<file path="src/rtl/header_length_frame_receiver_unit_macros.svh">
// Assertion macros used by the frame receiver back end.
`ifndef HEADER_LENGTH_FRAME_RECEIVER_UNIT_MACROS_SVH
`define HEADER_LENGTH_FRAME_RECEIVER_UNIT_MACROS_SVH

`ifndef SYNTHESIS
// condition that holds at every clock edge outside reset
`define HLFR_ASSERT(name, cond, msg) \
   name: assert property (@(posedge clock) disable iff (reset) (cond)) else $error(msg);
// antecedent implies consequent in the same cycle
`define HLFR_ASSERT_IMP(name, ante, cons, msg) \
   name: assert property (@(posedge clock) disable iff (reset) (ante) |-> (cons)) else $error(msg);
// antecedent implies consequent in the next cycle
`define HLFR_ASSERT_NXT(name, ante, cons, msg) \
   name: assert property (@(posedge clock) disable iff (reset) (ante) |=> (cons)) else $error(msg);
`else
`define HLFR_ASSERT(name, cond, msg)
`define HLFR_ASSERT_IMP(name, ante, cons, msg)
`define HLFR_ASSERT_NXT(name, ante, cons, msg)
`endif

`endif

</file>
<file path="src/rtl/hlfr_pkg.sv">
// Shared types and constants of the frame receiver.
package hlfr_pkg;

   // frame store geometry
   localparam int FRAME_DEPTH = 64;
   localparam int ADDR_W      = $clog2(FRAME_DEPTH);
   localparam int CNT_W       = ADDR_W + 1;
   localparam int HDR_LEN     = 2;
   localparam int LEN_POS     = 3;
   localparam int MAX_LEN     = FRAME_DEPTH - 3;

   // field widths
   localparam int BYTE_W      = 8;
   localparam int LEN_W       = 6;
   localparam int RSP_DATA_W  = 16;
   localparam int CSR_IDX_W   = 2;
   localparam int CSR_DATA_W  = 8;

   // command queue
   localparam int QUEUE_DEPTH = 2;
   localparam int QPTR_W      = $clog2(QUEUE_DEPTH);
   localparam int QCNT_W      = QPTR_W + 1;

   // input opcodes
   localparam logic OP_BYTE = 1'b0;
   localparam logic OP_POLL = 1'b1;

   // result kinds
   localparam logic KIND_FRAME = 1'b0;
   localparam logic KIND_POLL  = 1'b1;

   // register indexes
   localparam logic [CSR_IDX_W-1:0] CSR_HEADER  = 2'd0;
   localparam logic [CSR_IDX_W-1:0] CSR_MIN_LEN = 2'd1;
   localparam logic [CSR_IDX_W-1:0] CSR_MAX_LEN = 2'd2;

   // register reset values
   localparam logic [BYTE_W-1:0] HEADER_RST  = 8'h55;
   localparam logic [LEN_W-1:0]  MIN_LEN_RST = 6'd3;
   localparam logic [LEN_W-1:0]  MAX_LEN_RST = 6'd7;
   localparam logic [LEN_W-1:0]  FLEN_RST    = 6'd2;

   // work handed from front to back
   typedef struct packed {
      logic              is_poll;
      logic              was_ready;
      logic [BYTE_W-1:0] hdr;
      logic [ADDR_W-1:0] last_pos;
   } cmd_type;

   // frame store write port
   typedef struct packed {
      logic              en;
      logic [ADDR_W-1:0] addr;
      logic [BYTE_W-1:0] data;
   } wr_type;

   // back-end status toward the front
   typedef struct packed {
      logic frame_done;
   } back_stat_type;

endpackage

</file>
<file path="src/rtl/hlfr_front.sv">
// Front end: header hunt, length check, frame store writes and command issue.
module hlfr_front (
   input  logic                                 clock,
   input  logic                                 reset,
   input  logic                                 req_tvalid,
   output logic                                 req_tready,
   input  logic                                 req_opcode,
   input  logic [hlfr_pkg::BYTE_W-1:0]          req_rx_byte,
   input  logic                                 csr_we,
   input  logic [hlfr_pkg::CSR_IDX_W-1:0]       csr_index,
   input  logic [hlfr_pkg::CSR_DATA_W-1:0]      csr_wdata,
   input  logic                                 q_full,
   output logic                                 q_push,
   output hlfr_pkg::cmd_type                    q_cmd,
   output hlfr_pkg::wr_type                     st_wr,
   input  hlfr_pkg::back_stat_type              back_stat
);

   logic                              accept;
   logic [hlfr_pkg::BYTE_W-1:0]       header_ff;
   logic [hlfr_pkg::LEN_W-1:0]        min_len_ff;
   logic [hlfr_pkg::LEN_W-1:0]        max_len_ff;
   logic                              in_frame_ff, in_frame_in;
   logic                              hdr_seen_ff, hdr_seen_in;
   logic [hlfr_pkg::LEN_W-1:0]        flen_ff, flen_in;
   logic [hlfr_pkg::CNT_W-1:0]        bcnt_ff, bcnt_in;
   logic                              pending_ff, pending_in;
   logic [hlfr_pkg::BYTE_W-1:0]       fhdr_ff, fhdr_in;
   logic                              busy_ff, busy_in;
   logic [hlfr_pkg::CNT_W-1:0]        bcnt_inc;
   logic [hlfr_pkg::LEN_W-1:0]        flen_eff;
   logic                              len_bad;

   // stall the input while a frame is being read out of the store or the command queue is full
   assign req_tready = !busy_ff && !q_full;
   assign accept     = req_tvalid && req_tready;

   assign bcnt_inc = bcnt_ff + hlfr_pkg::CNT_W'(1);
   assign len_bad  = (req_rx_byte < {2'b00, min_len_ff})
                  || (req_rx_byte > {2'b00, max_len_ff})
                  || (req_rx_byte == '0)
                  || (req_rx_byte > hlfr_pkg::BYTE_W'(hlfr_pkg::MAX_LEN));
   assign flen_eff = (bcnt_ff == hlfr_pkg::CNT_W'(hlfr_pkg::LEN_POS))
                   ? req_rx_byte[hlfr_pkg::LEN_W-1:0] : flen_ff;

   // receive state update for one transaction
   always_comb begin
      in_frame_in = in_frame_ff;
      hdr_seen_in = hdr_seen_ff;
      flen_in     = flen_ff;
      bcnt_in     = bcnt_ff;
      pending_in  = pending_ff;
      fhdr_in     = fhdr_ff;
      q_push      = 1'b0;
      q_cmd       = '0;
      st_wr       = '0;
      if (accept) begin
         if (req_opcode == hlfr_pkg::OP_POLL) begin
            q_push          = 1'b1;
            q_cmd.is_poll   = 1'b1;
            q_cmd.was_ready = pending_ff;
            pending_in      = 1'b0;
         end else if (!in_frame_ff) begin
            if (req_rx_byte == header_ff) begin
               if (hdr_seen_ff) begin
                  hdr_seen_in = 1'b0;
                  in_frame_in = 1'b1;
                  fhdr_in     = req_rx_byte;
                  bcnt_in     = hlfr_pkg::CNT_W'(hlfr_pkg::HDR_LEN);
               end else begin
                  hdr_seen_in = 1'b1;
               end
            end else begin
               hdr_seen_in = 1'b0;
               bcnt_in     = '0;
            end
         end else if (bcnt_ff >= hlfr_pkg::CNT_W'(hlfr_pkg::FRAME_DEPTH)) begin
            in_frame_in = 1'b0;
         end else begin
            st_wr.en   = 1'b1;
            st_wr.addr = bcnt_ff[hlfr_pkg::ADDR_W-1:0];
            st_wr.data = req_rx_byte;
            bcnt_in    = bcnt_inc;
            if (bcnt_ff == hlfr_pkg::CNT_W'(hlfr_pkg::LEN_POS) && len_bad) begin
               // length out of window or unusable: abort
               flen_in     = min_len_ff;
               in_frame_in = 1'b0;
            end else begin
               flen_in = flen_eff;
               if (bcnt_inc > hlfr_pkg::CNT_W'(hlfr_pkg::LEN_POS)
                   && bcnt_inc == ({1'b0, flen_eff} + hlfr_pkg::CNT_W'(3))) begin
                  in_frame_in = 1'b0;
                  if (!pending_ff) begin
                     pending_in     = 1'b1;
                     q_push         = 1'b1;
                     q_cmd.is_poll  = 1'b0;
                     q_cmd.hdr      = fhdr_ff;
                     q_cmd.last_pos = bcnt_ff[hlfr_pkg::ADDR_W-1:0];
                  end
               end
            end
         end
      end
   end

   // store is owned by the back end from frame issue until its last byte
   always_comb begin
      busy_in = busy_ff;
      if (back_stat.frame_done) begin
         busy_in = 1'b0;
      end
      if (q_push && !q_cmd.is_poll) begin
         busy_in = 1'b1;
      end
   end

   // configuration registers
   always_ff @(posedge clock) begin
      if (reset) begin
         header_ff  <= hlfr_pkg::HEADER_RST;
         min_len_ff <= hlfr_pkg::MIN_LEN_RST;
         max_len_ff <= hlfr_pkg::MAX_LEN_RST;
      end else if (csr_we) begin
         case (csr_index)
            hlfr_pkg::CSR_HEADER:  header_ff  <= csr_wdata;
            hlfr_pkg::CSR_MIN_LEN: min_len_ff <= csr_wdata[hlfr_pkg::LEN_W-1:0];
            hlfr_pkg::CSR_MAX_LEN: max_len_ff <= csr_wdata[hlfr_pkg::LEN_W-1:0];
            default: ;
         endcase
      end
   end

   // receive state registers
   always_ff @(posedge clock) begin
      if (reset) begin
         in_frame_ff <= 1'b0;
         hdr_seen_ff <= 1'b0;
         flen_ff     <= hlfr_pkg::FLEN_RST;
         bcnt_ff     <= '0;
         pending_ff  <= 1'b0;
         busy_ff     <= 1'b0;
      end else begin
         in_frame_ff <= in_frame_in;
         hdr_seen_ff <= hdr_seen_in;
         flen_ff     <= flen_in;
         bcnt_ff     <= bcnt_in;
         pending_ff  <= pending_in;
         busy_ff     <= busy_in;
      end
   end

   // header value of the frame in progress
   always_ff @(posedge clock) begin
      fhdr_ff <= fhdr_in;
   end

endmodule

</file>
<file path="src/rtl/hlfr_cmd_queue.sv">
// Two-entry command queue between front and back end.
module hlfr_cmd_queue (
   input  logic                 clock,
   input  logic                 reset,
   input  logic                 push,
   input  hlfr_pkg::cmd_type    push_cmd,
   input  logic                 pop,
   output hlfr_pkg::cmd_type    head_cmd,
   output logic                 full,
   output logic                 empty
);

   hlfr_pkg::cmd_type               entry_ff [hlfr_pkg::QUEUE_DEPTH];
   logic [hlfr_pkg::QPTR_W-1:0]     wptr_ff;
   logic [hlfr_pkg::QPTR_W-1:0]     rptr_ff;
   logic [hlfr_pkg::QCNT_W-1:0]     count_ff;

   assign full     = (count_ff == hlfr_pkg::QCNT_W'(hlfr_pkg::QUEUE_DEPTH));
   assign empty    = (count_ff == '0);
   assign head_cmd = entry_ff[rptr_ff];

   // pointers and fill level
   always_ff @(posedge clock) begin
      if (reset) begin
         wptr_ff  <= '0;
         rptr_ff  <= '0;
         count_ff <= '0;
      end else begin
         if (push) begin
            wptr_ff <= wptr_ff + hlfr_pkg::QPTR_W'(1);
         end
         if (pop) begin
            rptr_ff <= rptr_ff + hlfr_pkg::QPTR_W'(1);
         end
         if (push && !pop) begin
            count_ff <= count_ff + hlfr_pkg::QCNT_W'(1);
         end else if (pop && !push) begin
            count_ff <= count_ff - hlfr_pkg::QCNT_W'(1);
         end
      end
   end

   // entry storage
   always_ff @(posedge clock) begin
      if (push) begin
         entry_ff[wptr_ff] <= push_cmd;
      end
   end

endmodule

</file>
<file path="src/rtl/hlfr_back.sv">
// Back end: frame store memory, readout sequencer and result register.
`include "header_length_frame_receiver_unit_macros.svh"

module hlfr_back (
   input  logic                                  clock,
   input  logic                                  reset,
   input  hlfr_pkg::wr_type                      st_wr,
   input  hlfr_pkg::cmd_type                     head_cmd,
   input  logic                                  q_empty,
   output logic                                  q_pop,
   output hlfr_pkg::back_stat_type               back_stat,
   output logic                                  rsp_tvalid,
   input  logic                                  rsp_tready,
   output logic [hlfr_pkg::RSP_DATA_W-1:0]       rsp_tdata,
   output logic                                  rsp_tuser,
   output logic                                  rsp_tlast
);

   typedef enum logic [1:0] {
      ST_IDLE,
      ST_POLL,
      ST_READ,
      ST_SEND
   } state_type;

   state_type                         state_ff;
   hlfr_pkg::cmd_type                 cmd_ff;
   logic [hlfr_pkg::ADDR_W-1:0]       pos_ff;
   logic [hlfr_pkg::BYTE_W-1:0]       store_mem [hlfr_pkg::FRAME_DEPTH];
   logic [hlfr_pkg::BYTE_W-1:0]       rd_data_ff;
   logic                              out_valid_ff;
   logic                              out_kind_ff;
   logic [hlfr_pkg::BYTE_W-1:0]       out_byte_ff;
   logic [hlfr_pkg::ADDR_W-1:0]       out_pos_ff;
   logic                              out_last_ff;
   logic                              out_ready_ff;
   logic                              out_free;
   logic                              out_load;
   logic                              send_last;
   logic [hlfr_pkg::BYTE_W-1:0]       send_byte;

   assign out_free  = !out_valid_ff || rsp_tready;
   // result register takes a new transaction in these states
   assign out_load  = out_free && (state_ff == ST_POLL || state_ff == ST_SEND);
   assign q_pop     = (state_ff == ST_IDLE) && !q_empty;
   assign send_last = (pos_ff == cmd_ff.last_pos);
   assign send_byte = (pos_ff < hlfr_pkg::ADDR_W'(hlfr_pkg::HDR_LEN))
                    ? cmd_ff.hdr : rd_data_ff;
   assign back_stat.frame_done = (state_ff == ST_SEND) && out_free && send_last;

   // frame store: one write port from the front, registered read here
   always_ff @(posedge clock) begin
      if (st_wr.en) begin
         store_mem[st_wr.addr] <= st_wr.data;
      end
      rd_data_ff <= store_mem[pos_ff];
   end

   // readout sequencer and result register
   always_ff @(posedge clock) begin
      if (reset) begin
         state_ff     <= ST_IDLE;
         out_valid_ff <= 1'b0;
      end else begin
         if (out_load) begin
            out_valid_ff <= 1'b1;
         end else if (out_valid_ff && rsp_tready) begin
            out_valid_ff <= 1'b0;
         end
         case (state_ff)
            ST_IDLE: begin
               if (!q_empty) begin
                  cmd_ff <= head_cmd;
                  pos_ff <= '0;
                  state_ff <= head_cmd.is_poll ? ST_POLL : ST_READ;
               end
            end
            ST_POLL: begin
               if (out_free) begin
                  out_kind_ff  <= hlfr_pkg::KIND_POLL;
                  out_byte_ff  <= '0;
                  out_pos_ff   <= '0;
                  out_last_ff  <= 1'b1;
                  out_ready_ff <= cmd_ff.was_ready;
                  state_ff     <= ST_IDLE;
               end
            end
            // store address settles, read data arrives next cycle
            ST_READ: begin
               state_ff <= ST_SEND;
            end
            ST_SEND: begin
               if (out_free) begin
                  out_kind_ff  <= hlfr_pkg::KIND_FRAME;
                  out_byte_ff  <= send_byte;
                  out_pos_ff   <= pos_ff;
                  out_last_ff  <= send_last;
                  out_ready_ff <= 1'b0;
                  if (send_last) begin
                     state_ff <= ST_IDLE;
                  end else begin
                     pos_ff   <= pos_ff + hlfr_pkg::ADDR_W'(1);
                     state_ff <= ST_READ;
                  end
               end
            end
            default: state_ff <= ST_IDLE;
         endcase
      end
   end

   // result port, tdata: frame_byte, byte_position, was_ready, zero pad
   assign rsp_tvalid = out_valid_ff;
   assign rsp_tuser  = out_kind_ff;
   assign rsp_tlast  = out_last_ff;
   assign rsp_tdata  = {1'b0, out_ready_ff, out_pos_ff, out_byte_ff};

   `HLFR_ASSERT_IMP(a_pop_nonempty, q_pop, !q_empty, "pop from empty command queue")
   `HLFR_ASSERT_NXT(a_done_idle, back_stat.frame_done, state_ff == ST_IDLE && out_valid_ff && out_last_ff, "frame end without last result")
   `HLFR_ASSERT_NXT(a_send_loads, state_ff == ST_SEND && out_free, out_valid_ff && out_kind_ff == hlfr_pkg::KIND_FRAME, "frame byte not loaded")
   `HLFR_ASSERT_IMP(a_write_idle, st_wr.en, state_ff != ST_READ && state_ff != ST_SEND, "store write in readout")

endmodule

</file>
<file path="src/rtl/header_length_frame_receiver_unit.sv">
// Top level of the double-header, length-field serial frame receiver.
//
//   Port group   Direction  Contents
//   req_*        in         tuser[0] opcode, tdata[7:0] rx_byte
//   rsp_*        out        tuser[0] kind, tdata: [7:0] frame_byte, [13:8] byte_position,
//                           [14] was_ready, [15] zero; tlast = last
//   csr_*        in         write enable, register index, write data
//
// A received byte or a poll is taken whenever the front is free.
// A completed frame is read out byte by byte, each byte through the store read
// port and then the result register, once the back end has picked up its
// command; the input stalls until the last byte is loaded. A poll answer goes
// through the command queue and the poll state into the result register when the back end is idle.
// Reset is synchronous; the frame store is not cleared, only written entries are read.
// A stalled result port holds the back end; the front keeps taking bytes unless the store is busy or the queue is full.
module header_length_frame_receiver_unit (
   input  logic                                 clock,
   input  logic                                 reset,
   input  logic                                 req_tvalid,
   output logic                                 req_tready,
   input  logic [7:0]                           req_tdata,   // rx_byte
   input  logic [0:0]                           req_tuser,   // opcode
   output logic                                 rsp_tvalid,
   input  logic                                 rsp_tready,
   output logic [hlfr_pkg::RSP_DATA_W-1:0]      rsp_tdata,   // frame_byte, byte_position, was_ready
   output logic [0:0]                           rsp_tuser,   // kind
   output logic                                 rsp_tlast,
   input  logic                                 csr_we,
   input  logic [hlfr_pkg::CSR_IDX_W-1:0]       csr_index,
   input  logic [hlfr_pkg::CSR_DATA_W-1:0]      csr_wdata
);

   logic                       q_push;
   logic                       q_pop;
   logic                       q_full;
   logic                       q_empty;
   hlfr_pkg::cmd_type          push_cmd;
   hlfr_pkg::cmd_type          head_cmd;
   hlfr_pkg::wr_type           st_wr;
   hlfr_pkg::back_stat_type    back_stat;

   hlfr_front u_front (
      .clock       (clock),
      .reset       (reset),
      .req_tvalid  (req_tvalid),
      .req_tready  (req_tready),
      .req_opcode  (req_tuser[0]),
      .req_rx_byte (req_tdata),
      .csr_we      (csr_we),
      .csr_index   (csr_index),
      .csr_wdata   (csr_wdata),
      .q_full      (q_full),
      .q_push      (q_push),
      .q_cmd       (push_cmd),
      .st_wr       (st_wr),
      .back_stat   (back_stat)
   );

   hlfr_cmd_queue u_queue (
      .clock    (clock),
      .reset    (reset),
      .push     (q_push),
      .push_cmd (push_cmd),
      .pop      (q_pop),
      .head_cmd (head_cmd),
      .full     (q_full),
      .empty    (q_empty)
   );

   hlfr_back u_back (
      .clock      (clock),
      .reset      (reset),
      .st_wr      (st_wr),
      .head_cmd   (head_cmd),
      .q_empty    (q_empty),
      .q_pop      (q_pop),
      .back_stat  (back_stat),
      .rsp_tvalid (rsp_tvalid),
      .rsp_tready (rsp_tready),
      .rsp_tdata  (rsp_tdata),
      .rsp_tuser  (rsp_tuser[0]),
      .rsp_tlast  (rsp_tlast)
   );

endmodule

</file>
<file path="config.mk">
export PLATFORM = sky130hd
export DESIGN_NAME = header_length_frame_receiver_unit
export DESIGN_NICKNAME = d
export VERILOG_FILES = /design/src/rtl/hlfr_pkg.sv /design/src/rtl/hlfr_front.sv /design/src/rtl/hlfr_cmd_queue.sv /design/src/rtl/hlfr_back.sv /design/src/rtl/header_length_frame_receiver_unit.sv
export VERILOG_INCLUDE_DIRS = /design/src /design/src/rtl
export SDC_FILE = /design/constraint.sdc
export NUM_CORES = 1
export LEC_CHECK = 0
export BUFFER_PORTS_ARGS = -buffer_cell sky130_fd_sc_hd__buf_2
export CAP_MARGIN = 15
export CORE_MARGIN = 2
export CORE_UTILIZATION = 45
export DETAILED_ROUTE_END_ITERATION = 8
export PLACE_DENSITY = 0.66
export SLEW_MARGIN = 20
export SYNTH_ARGS = -nofsm -noshare
export SYNTH_HDL_FRONTEND = slang
export SYNTH_SLANG_ARGS = --single-unit
</file>
<file path="constraint.sdc">
create_clock -name clock -period 3.9 [get_ports clock]
set_clock_uncertainty 0.1 [all_clocks]
set_input_delay 0.195 -clock clock [delete_from_list [all_inputs] [get_ports clock]]
set_output_delay 0.195 -clock clock [all_outputs]
set_load 0.005 [all_outputs]
</file>
==> results of run 1 <==
layout make-up:
cell class / count / area, µm² / share of cell area, %
timing repair buffer: 159 / 1196 / 3.987
clock inverter: 28 / 365.4 / 1.218
multi-input combinational: 732 / 6893 / 22.98
inverter: 18 / 67.56 / 0.2252
tap: 765 / 957.2 / 3.191
clock buffer: 85 / 1740 / 5.802
sequential: 643 / 18780 / 62.60
state kept, by name, summed over array words and instances, names as in the netlist, 2 cells and up, named ones only:
register	count
u_front.max_len_ff	6
u_front.flen_ff	6
u_back.state_ff	2
u_back.store_mem	512
u_front.bcnt_ff	7
u_front.fhdr_ff	8
u_front.min_len_ff	6
u_back.rd_data_ff	8
u_queue.entry_ff	32
u_back.cmd_ff	15
u_front.header_ff	8
u_back.out_pos_ff	6
u_queue.count_ff	2
u_back.out_byte_ff	8
u_back.pos_ff	6
tightest hold or removal path, stage by stage:
cell	delay [ps]
buf_2	120
or3b_1	170
o21ai_0	70
a31oi_1	140
through the flow:
step | setup slack, ps | utilization (%) | std cells | hold WS, ps | power (mW)
after floorplan | 239.1 | - | 1481 | 193.9 | 9.033
after global placement | 230.9 | 48.12 | 2299 | 299.7 | 9.567
after detailed placement | 237.4 | 48.12 | 2299 | 305.9 | 9.589
after CTS | 210.5 | 52.09 | 2430 | 6.053 | 15.72
after global routing | 20.03 | 52.09 | 2430 | 39.48 | 16.12
final | 157.6 | 52.09 | 2430 | 28.81 | 15.61
cell families after synthesis:
logic type | Yosys count
other | 1
buffers and inverters | 106
adder cells (fa/ha/maj) | 21
multiplexers | 222
XOR/XNOR | 34
flip-flops | 643
AO/OA/AOI/OAI | 144
AND/OR/NAND/NOR | 310
power groups by stage:
| stage | sequential, mW | combinational, mW | clock, mW |
|---|---|---|---|
| CTS | 7.74 | 1.72 | 6.25 |
| finish | 7.74 | 1.70 | 6.16 |
| floorplan | 7.82 | 1.22 | 0 |
| global route | 7.75 | 1.84 | 6.52 |
| detailed placement | 7.89 | 1.70 | 0 |
| global placement | 7.88 | 1.69 | 0 |
path summary, 6_finish.rpt:
path | cells after the start | slack [ps] | endpoint | from
hold / removal | 4 | 30 | u_front.in_frame_ff | req_tvalid
setup / recovery | 12 | 160 | u_queue.count_ff[1] | u_front.bcnt_ff[3]
setup reg to reg | 12 | 160 | u_queue.count_ff[1] | u_front.bcnt_ff[3]
hold reg to reg | 1 | 390 | u_front.max_len_ff[0] | u_front.max_len_ff[0]
layout by cell type, fill, tap and decap left out, types with 21 or more instances in the layout:
cell type / Yosys / final
edfxtp_1: 590 / 590
nor2_1: 128 / 126
mux4_2: 120 / 120
buf_4: 9 / 94
mux2i_1: 66 / 66
clkbuf_16: 0 / 64
nand2_1: 54 / 54
dfxtp_1: 53 / 53
buf_2: 18 / 42
a21oi_1: 39 / 39
mux2_2: 36 / 36
o21ai_0: 23 / 23
xor2_1: 22 / 22
ha_1: 21 / 21
per-layer routing:
metal	track usage [%]	up-vias	share of wire (%)
met4	5.237	0	2.3
met1	26.99	7087	42
li1	-	6104	-
met2	31.43	492	49
met5	0	-	0
met3	2.952	82	6.5
what timing repair did:
item                                   CTS  global route
setup endpoints to repair                0             0
buffers inserted                         0             0
hold buffers                            18             0
endpoints found under the hold margin   31             0
cells in the mapped netlist (all sizes together), types with 14 or more instances:
master | count | area [µm²]
o21ai | 23 | 115.1
o22ai | 15 | 93.84
nor2 | 130 | 498.0
nand2 | 54 | 202.7
nor3 | 15 | 80.08
clkbuf | 54 | 202.7
a21oi | 39 | 195.2
edfxtp | 590 | 17720
mux4 | 120 | 2703
and2 | 32 | 222.7
xor2 | 22 | 192.7
mux2i | 66 | 660.6
buf | 34 | 198.9
mux2 | 36 | 405.4
dfxtp | 53 | 1061
ha | 21 | 262.8
nor2b | 14 | 87.58
inv | 18 | 67.56
nand3 | 15 | 75.07
==> impl_metrics.ini, run 1 <==
[run_status]
status = complete, no violations

[timing]
rsz0062_at_grt = no
setup_viol = 0
slew_headroom_pct = 27.53
fin_crit_ps = 3742
maxSlewViolCount = 0
fmax_mhz = 267.2
tightest_slew_ps = 1087
fin_tns_setup_ps = 0
hold_violations = 0
period_share_pct = 95.96

[finish]
layout-drive-gt1-share_pct = 24.92
fill_cells = 4520
fin_area_mm2 = 0.03000
n_antenna_cell = 0
syn2layout_area_growth_pct = 14.87
fin_nets = 1660

[logic_synthesis]
yosys.area_share.simple_pct = 5.869
synth_edf_count = 590
ys_async_sr_fraction_pct = 0
synth_xor_xnor_area_share_pct = 1.250
syn_avg_cell_area_um2 = 17.63
ys_ff_latch = 643
synthCells = 1481
syn_area_mm2 = 0.02612
synth_mux_area_share_pct = 14.43
synth-main-ff-cell = edfxtp_1
synth_warnings = 0
syn-num-nets = 1526
synth_top_family_by_area = multiplexers
ys_seq_area_share_pct = 71.90
synth-compound-area-share_pct = 3.727
ys_types = 65
synth-adder-area-share_pct = 1.006

[clock_network]
cts_root_buf = clkbuf_16
clock_latency_ps = 620
clkTransAtPathRegs_ps = 60
cts_made_buffers = 61
clock_sinks = 643
cts-htree-levels = 2
cts_tree = yes
cts_buffer_depth = 3
cts_resized = 0

[routing]
vias = 13770
vias_per_cell = 5.665
drtPass1Iterations = 5
routedWlPerCell_um = 23.47
antenna_left = 0
wl_um = 57030
drc = 0
dr.first_iter.drc_count = 1538

[worst_setup_path]
cp-end-kind = register
cp.required_ps = 4330
worstPathCellList = or3_1 > nor2_4 > mux2i_1 > ha_1 > a21oi_1 > xnor3_1 > nand4_2 > nor4b_2 > or2_1 > ha_1 > or3_1 > a21oi_1
cpLargestDelayFamily = simple AND/OR/NAND/NOR gates
path_max_fanout = 7
start_kind = register
critPathKind = register to register
worst_path_max_delay_cell = or3_1
worst-path-buf-inv = 0
crit_arrival_ps = 4170
cp_slowest_stage_delay_ps = 540

[pwr]
switching_share_pct = 23.04
power.leakage_nw = 8.653
irDropWorstVdd_uv = 369.8
pwr-share-clk_pct = 39.5
pwr-share-seq_pct = 49.6
power.density_mw_per_mm2 = 520.2
p_sw_mw = 3.595
combPwrFrac_pct = 10.9
p_int_mw = 12.01

[placed_design]
dp_hpwl_um = 35640
placed_area_mm2 = 0.02771
port_buffers = 42
gp_congestion = 0.8349

[grt]
grt_pass1_wl_um = 86050
antenna_found_initial = 1
grt_pass1_vias = 13800
grt_max_degree = 77
overflow = 0
grt_usage_pct = 19.21

[floorplanning]
die_y_um = 244.9
io_pins = 44
core-area_mm2 = 0.05759
die_w_um = 244.9
start_util_pct = 45.35
die_area_mm2 = 0.05998
rows = 88

[hold_path]
hold_class = primary input to register

[flow_run]
maxCapViolations = 0
Note: power is estimated with default switching activity, not from simulation.
==> run 2: changes to the inputs <==
--- a/config.mk
+++ b/config.mk
@@ -8,10 +8,11 @@
 export LEC_CHECK = 0
 export BUFFER_PORTS_ARGS = -buffer_cell sky130_fd_sc_hd__buf_2
 export CAP_MARGIN = 15
+export CORE_ASPECT_RATIO = 1.2
 export CORE_MARGIN = 2
 export CORE_UTILIZATION = 45
 export DETAILED_ROUTE_END_ITERATION = 8
-export PLACE_DENSITY = 0.66
+export PLACE_DENSITY = 0.7
 export SLEW_MARGIN = 20
 export SYNTH_ARGS = -nofsm -noshare
 export SYNTH_HDL_FRONTEND = slang
==> run 2 against run 1 <==
Compared with the run above:
- clock power is 4.4% lower
- final cell count fell by 0.66%
- wire length down 0.15%
- non-clock buffer count is 12 higher
- count of clock-buffer cells in the layout is 11 lower
- combinational power barely moved
- setup slack better by 34 ps
- power decreased by 1.8%
- highest routed layer unchanged
==> impl_metrics.ini, run 2 (synthesis results as in run 1) <==
[pwr]
totalPowerFinal_mw = 15.32
switching_share_pct = 23.68
pwr-share-clk_pct = 38.4
p_sw_mw = 3.629
p_int_mw = 11.69
power.leakage_nw = 8.670
irDropWorstVdd_uv = 380.8
pwr-share-seq_pct = 50.6
power.density_mw_per_mm2 = 510.6
combPwrFrac_pct = 11.0

[routing]
routedWlPerCell_um = 23.59
dr.first_iter.drc_count = 1097
vias_per_cell = 5.674
drtPass1Iterations = 6
vias = 13700
wl_um = 56940
antenna_left = 0
drc = 0

[run_status]
status = complete, no violations

[finish]
fin_nets = 1671
largest_reg_flops = 512
layout_commonest_cell = edfxtp_1
fin_area_mm2 = 0.03001
syn2layout_area_growth_pct = 14.92
regMostFlops = u_back.store_mem
fill_cells = 4395
reg_top3 = u_back.store_mem (512), u_queue.entry_ff (32), u_back.cmd_ff (15)
utilization_pct = 52.38
layout-drive-gt1-share_pct = 26.48
final_cell_mix = 590 x edfxtp_1, 126 x nor2_1, 120 x mux4_2

[grt]
grt_max_degree = 65
grt_usage_pct = 19.24
grt_pass1_wl_um = 86190
grt_pass1_vias = 14140
overflow = 0
antenna_found_initial = 0

[worst_setup_path]
worstPathCellList = ha_2 > or3b_4 > nor2_4 > mux2i_2 > ha_2 > a21oi_1 > xnor3_1 > nand4_4 > nor4b_4 > or2_1 > ha_1 > or3_4 > a21oi_2
cp.required_ps = 4350
worst-path-buf-inv = 0
crit_top_cell = ha_2
path_max_fanout = 4
cp-end-kind = register
critPathKind = register to register
start_kind = register
cpLargestDelayFamily = simple AND/OR/NAND/NOR gates
cp_slowest_stage_delay_ps = 420
crit_arrival_ps = 4160
worst_path_max_delay_cell = xnor3_1

[timing]
fin_crit_ps = 3708
slew_headroom_pct = 33.79
fmax_mhz = 269.7
tightest_slew_ps = 990.8
rsz0062_at_grt = no
whs_ps = 47.87
fin_tns_setup_ps = 0
setup_viol = 0
period_share_pct = 95.08
maxSlewViolCount = 0
hold_violations = 0

[clock_network]
clock_latency_ps = 630
clkTransAtPathRegs_ps = 60
cts_tree = yes
clock_sinks = 643
cts-htree-levels = 2
cts_root_buf = clkbuf_16
cts_made_buffers = 60
cts_buffer_depth = 3

[placed_design]
port_buffers = 42
gp_congestion = 0.8329
placed_area_mm2 = 0.02774
dp_hpwl_um = 35840

[floorplanning]
die_w_um = 223.9
die_y_um = 267.9
io_pins = 44
core-area_mm2 = 0.05730
die_area_mm2 = 0.05998
rows = 96
start_util_pct = 45.58

[hold_path]
hold_class = primary input to register

[flow_run]
maxCapViolations = 0
[run 2: cell count changes in the layout (fill, tap and decap cells not counted), sizes merged]
| cell | before | now |
|---|---|---|
| dlygate4sd3 | 18 | 19 |
| buf | 141 | 152 |
| diode | 0 | 2 |
| clkinvlp | 0 | 7 |
| clkinv | 19 | 27 |
| bufinv | 9 | 5 |
| clkbuf | 85 | 74 |
[run 2: area by class of cell]
class | instances | area, µm² | area share (%)
well taps | 735 | 919.6 | 3.064
clock buffers | 74 | 1668 | 5.557
flip-flops and latches | 643 | 18780 | 62.57
inverters | 18 | 67.56 | 0.2251
multi-input cells | 732 | 6934 | 23.11
clock inverters | 39 | 350.3 | 1.167
repair buffers | 171 | 1289 | 4.294
diodes | 2 | 5.005 | 0.01668
[run 2: tightest hold or removal path, cell delays in order]
cell and delay (ps):
buf_2 100, nor3b_1 50, buf_4 180, mux2i_1 130
nor2_1 80
[run 2: metal layers]
| metal | global-route usage [%] | wire [µm] |
|---|---|---|
| met1 | 23.92 | 22320 |
| met2 | 33.25 | 29270 |
| met3 | 3.892 | 3243 |
| met4 | 7.586 | 2108 |
| met5 | 0 | 0 |
[run 2: final timing paths]
path,depth (start not counted),slack (ps),startpoint,endpoint
worst max-delay path,13,190,u_front.bcnt_ff[0],u_queue.count_ff[1]
worst min-delay path,5,50,csr_index[0],u_front.header_ff[7]
worst max register to register,13,190,u_front.bcnt_ff[0],u_queue.count_ff[1]
worst min register to register,1,380,u_front.max_len_ff[0],u_front.max_len_ff[0]
[run 2: stage by stage]
stage          setup slack [ps]  cells
4_1_cts                   158.6   2410
3_5_place_dp              187.4   2278
5_1_grt                   10.17   2412
6_report                  191.9   2414
2_1_floorplan             239.1   1481
3_3_place_gp              267.1   2278
[run 2: timing repair]
item | 4_1_cts | 5_1_grt
setup endpoints to repair | 0 | 1
resized for setup | 0 | 8
setup buffers | 0 | 2
hold buffers | 19 | 0
endpoints found under the hold margin | 35 | 0
[run 2: power groups by stage]
stage / combinational, mW / clock [mW] / sequential [mW]
6_report: 1.69 / 5.89 / 7.75
4_1_cts: 1.70 / 5.99 / 7.75
3_5_place_dp: 1.67 / 0 / 7.89
2_1_floorplan: 1.22 / 0 / 7.82
5_1_grt: 1.82 / 6.24 / 7.76
3_3_place_gp: 1.65 / 0 / 7.89
==> run 3: changes to the inputs <==
--- a/config.mk
+++ b/config.mk
@@ -11,6 +11,7 @@
 export CORE_ASPECT_RATIO = 1.2
 export CORE_MARGIN = 2
 export CORE_UTILIZATION = 45
+export CTS_BUF_LIST = sky130_fd_sc_hd__clkbuf_2 sky130_fd_sc_hd__clkbuf_4 sky130_fd_sc_hd__clkbuf_8
 export DETAILED_ROUTE_END_ITERATION = 8
 export PLACE_DENSITY = 0.7
 export SLEW_MARGIN = 20
==> run 3 against run 2 <==
Compared with the run above:
- register-to-register slack got worse by 40 ps
- sequential share of layout area shrank 0.14 points
- count of clock-buffer cells in the layout is 62 higher
- clock power down 5.8%
- wire length is 1.7% higher
- global-route usage is 0.28 points higher
- worst hold slack improved by 180 ps
- highest routed layer unchanged
==> impl_metrics.ini, run 3 (synthesis results as in run 1) <==
[run_status]
status = complete, no violations

[timing]
slew_headroom_pct = 29.73
tightest_slew_ps = 1052
whs_ps = 224.1
period_share_pct = 96.20
fmax_mhz = 266.5
setup_ws_ps = 148.2
fin_tns_setup_ps = 0
fin_crit_ps = 3752
maxSlewViolCount = 0
setup_viol = 0
rsz0062_at_grt = no
hold_violations = 0

[floorplanning]
rows = 96
start_util_pct = 45.58
die_y_um = 267.9
io_pins = 44
die_area_mm2 = 0.05998
core-area_mm2 = 0.05730
die_w_um = 223.9

[routing]
drc = 0
drtPass1Iterations = 5
dr.first_iter.drc_count = 1093
routedWlPerCell_um = 23.30
antenna_left = 0
vias = 14010
vias_per_cell = 5.636
wl_um = 57930

[grt]
overflow = 0
grt_pass1_wl_um = 87430
grt_usage_pct = 19.52
grt_pass1_vias = 14550
grt_max_degree = 65
antenna_found_initial = 1

[pwr]
power.density_mw_per_mm2 = 498.4
irDropWorstVdd_uv = 302.9
totalPowerFinal_mw = 14.99
power.leakage_nw = 8.773

[hold_path]
hold_class = primary input to register

[finish]
layout_commonest_cell = edfxtp_1
reg_top3 = u_back.store_mem (512), u_queue.entry_ff (32), u_back.cmd_ff (15)
final_cell_mix = 590 x edfxtp_1, 126 x nor2_1, 120 x mux4_2
layout.area.seq_mm2 = 0.01878
largest_reg_flops = 512
regMostFlops = u_back.store_mem
fin_area_mm2 = 0.03008
fin_nets = 1720
fill_cells = 4409
multi_input_area_mm2 = 0.006934
syn2layout_area_growth_pct = 15.17
layout-drive-gt1-share_pct = 28.40

[clock_network]
clock_sinks = 643
cts-htree-levels = 3
clock_latency_ps = 680
cts_buffer_depth = 3
cts_made_buffers = 95
cts_tree = yes
clkTransAtPathRegs_ps = 70
cts_root_buf = clkbuf_8

[worst_setup_path]
start_kind = register
cp-end-kind = register
critPathKind = register to register
cp.required_ps = 4400
path_max_fanout = 4
crit_arrival_ps = 4250

[placed_design]
port_buffers = 42
placed_area_mm2 = 0.02774
dpl_worst_slack_ps = 187.4
gp_congestion = 0.8329
dp_hpwl_um = 35840

[flow_run]
maxCapViolations = 0
## run 3: cell type report
type / instances / area share [%]
Clock buffer: 136 / 5.578
Inverter: 18 / 0.2246
Multi-Input combinational cell: 732 / 23.05
Sequential cell: 643 / 62.43
Clock inverter: 36 / 0.8944
Antenna cell: 1 / 0.008320
Tap cell: 735 / 3.058
Timing Repair Buffer: 185 / 4.751
## run 3: worst max-delay path: stages, from the launching register on
cell and delay [ps]:
dfxtp_1 340, ha_2 190, or3b_4 420, nor2_4 160, mux2i_2 290, ha_2 330, xor2_1 140, o2111a_1 260
nand4_4 130, nor4b_4 350, or2_1 170, ha_1 260, or3_4 380, a21oi_2 150
## run 3: path summary, 6_finish.rpt
path,depth (start not counted),start,slack [ps],endpoint
max reg2reg,13,u_front.bcnt_ff[0],150,u_queue.count_ff[1]
min reg2reg,1,u_front.max_len_ff[0],390,u_front.max_len_ff[0]
max,13,u_front.bcnt_ff[0],150,u_queue.count_ff[1]
min,2,req_tdata[7],220,u_front.fhdr_ff[7]
## run 3: what timing repair did
item,in CTS,in global routing
setup endpoints to repair,0,1
hold endpoints to repair,49,0
buffers inserted,0,2
hold buffers,33,0
gates resized for setup,0,8
## run 3: metrics by stage
stage	utilization, %	std cells
final	52.50	2486
after global routing	52.50	2486
after CTS	52.39	2483
after detailed placement	48.42	2278
after global placement	48.41	2278
after floorplan	-	1481
## run 3: metal layers
metal / routed length, µm / up-vias / GRT usage, % / share of wire (%)
met5: 0 / - / 0 / 0
met4: 2222 / 0 / 8.829 / 3.8
met3: 3456 / 134 / 3.488 / 6.0
met2: 29850 / 464 / 33.93 / 52
met1: 22400 / 7176 / 23.93 / 39
li1: - / 6238 / - / -
## run 3: report_power, final
| group | switching (mW) | total [mW] | internal, mW |
|---|---|---|---|
| sequential | 0.132 | 7.75 | 7.62 |
| clock | 2.52 | 5.55 | 3.03 |
| combinational | 0.975 | 1.69 | 0.718 |
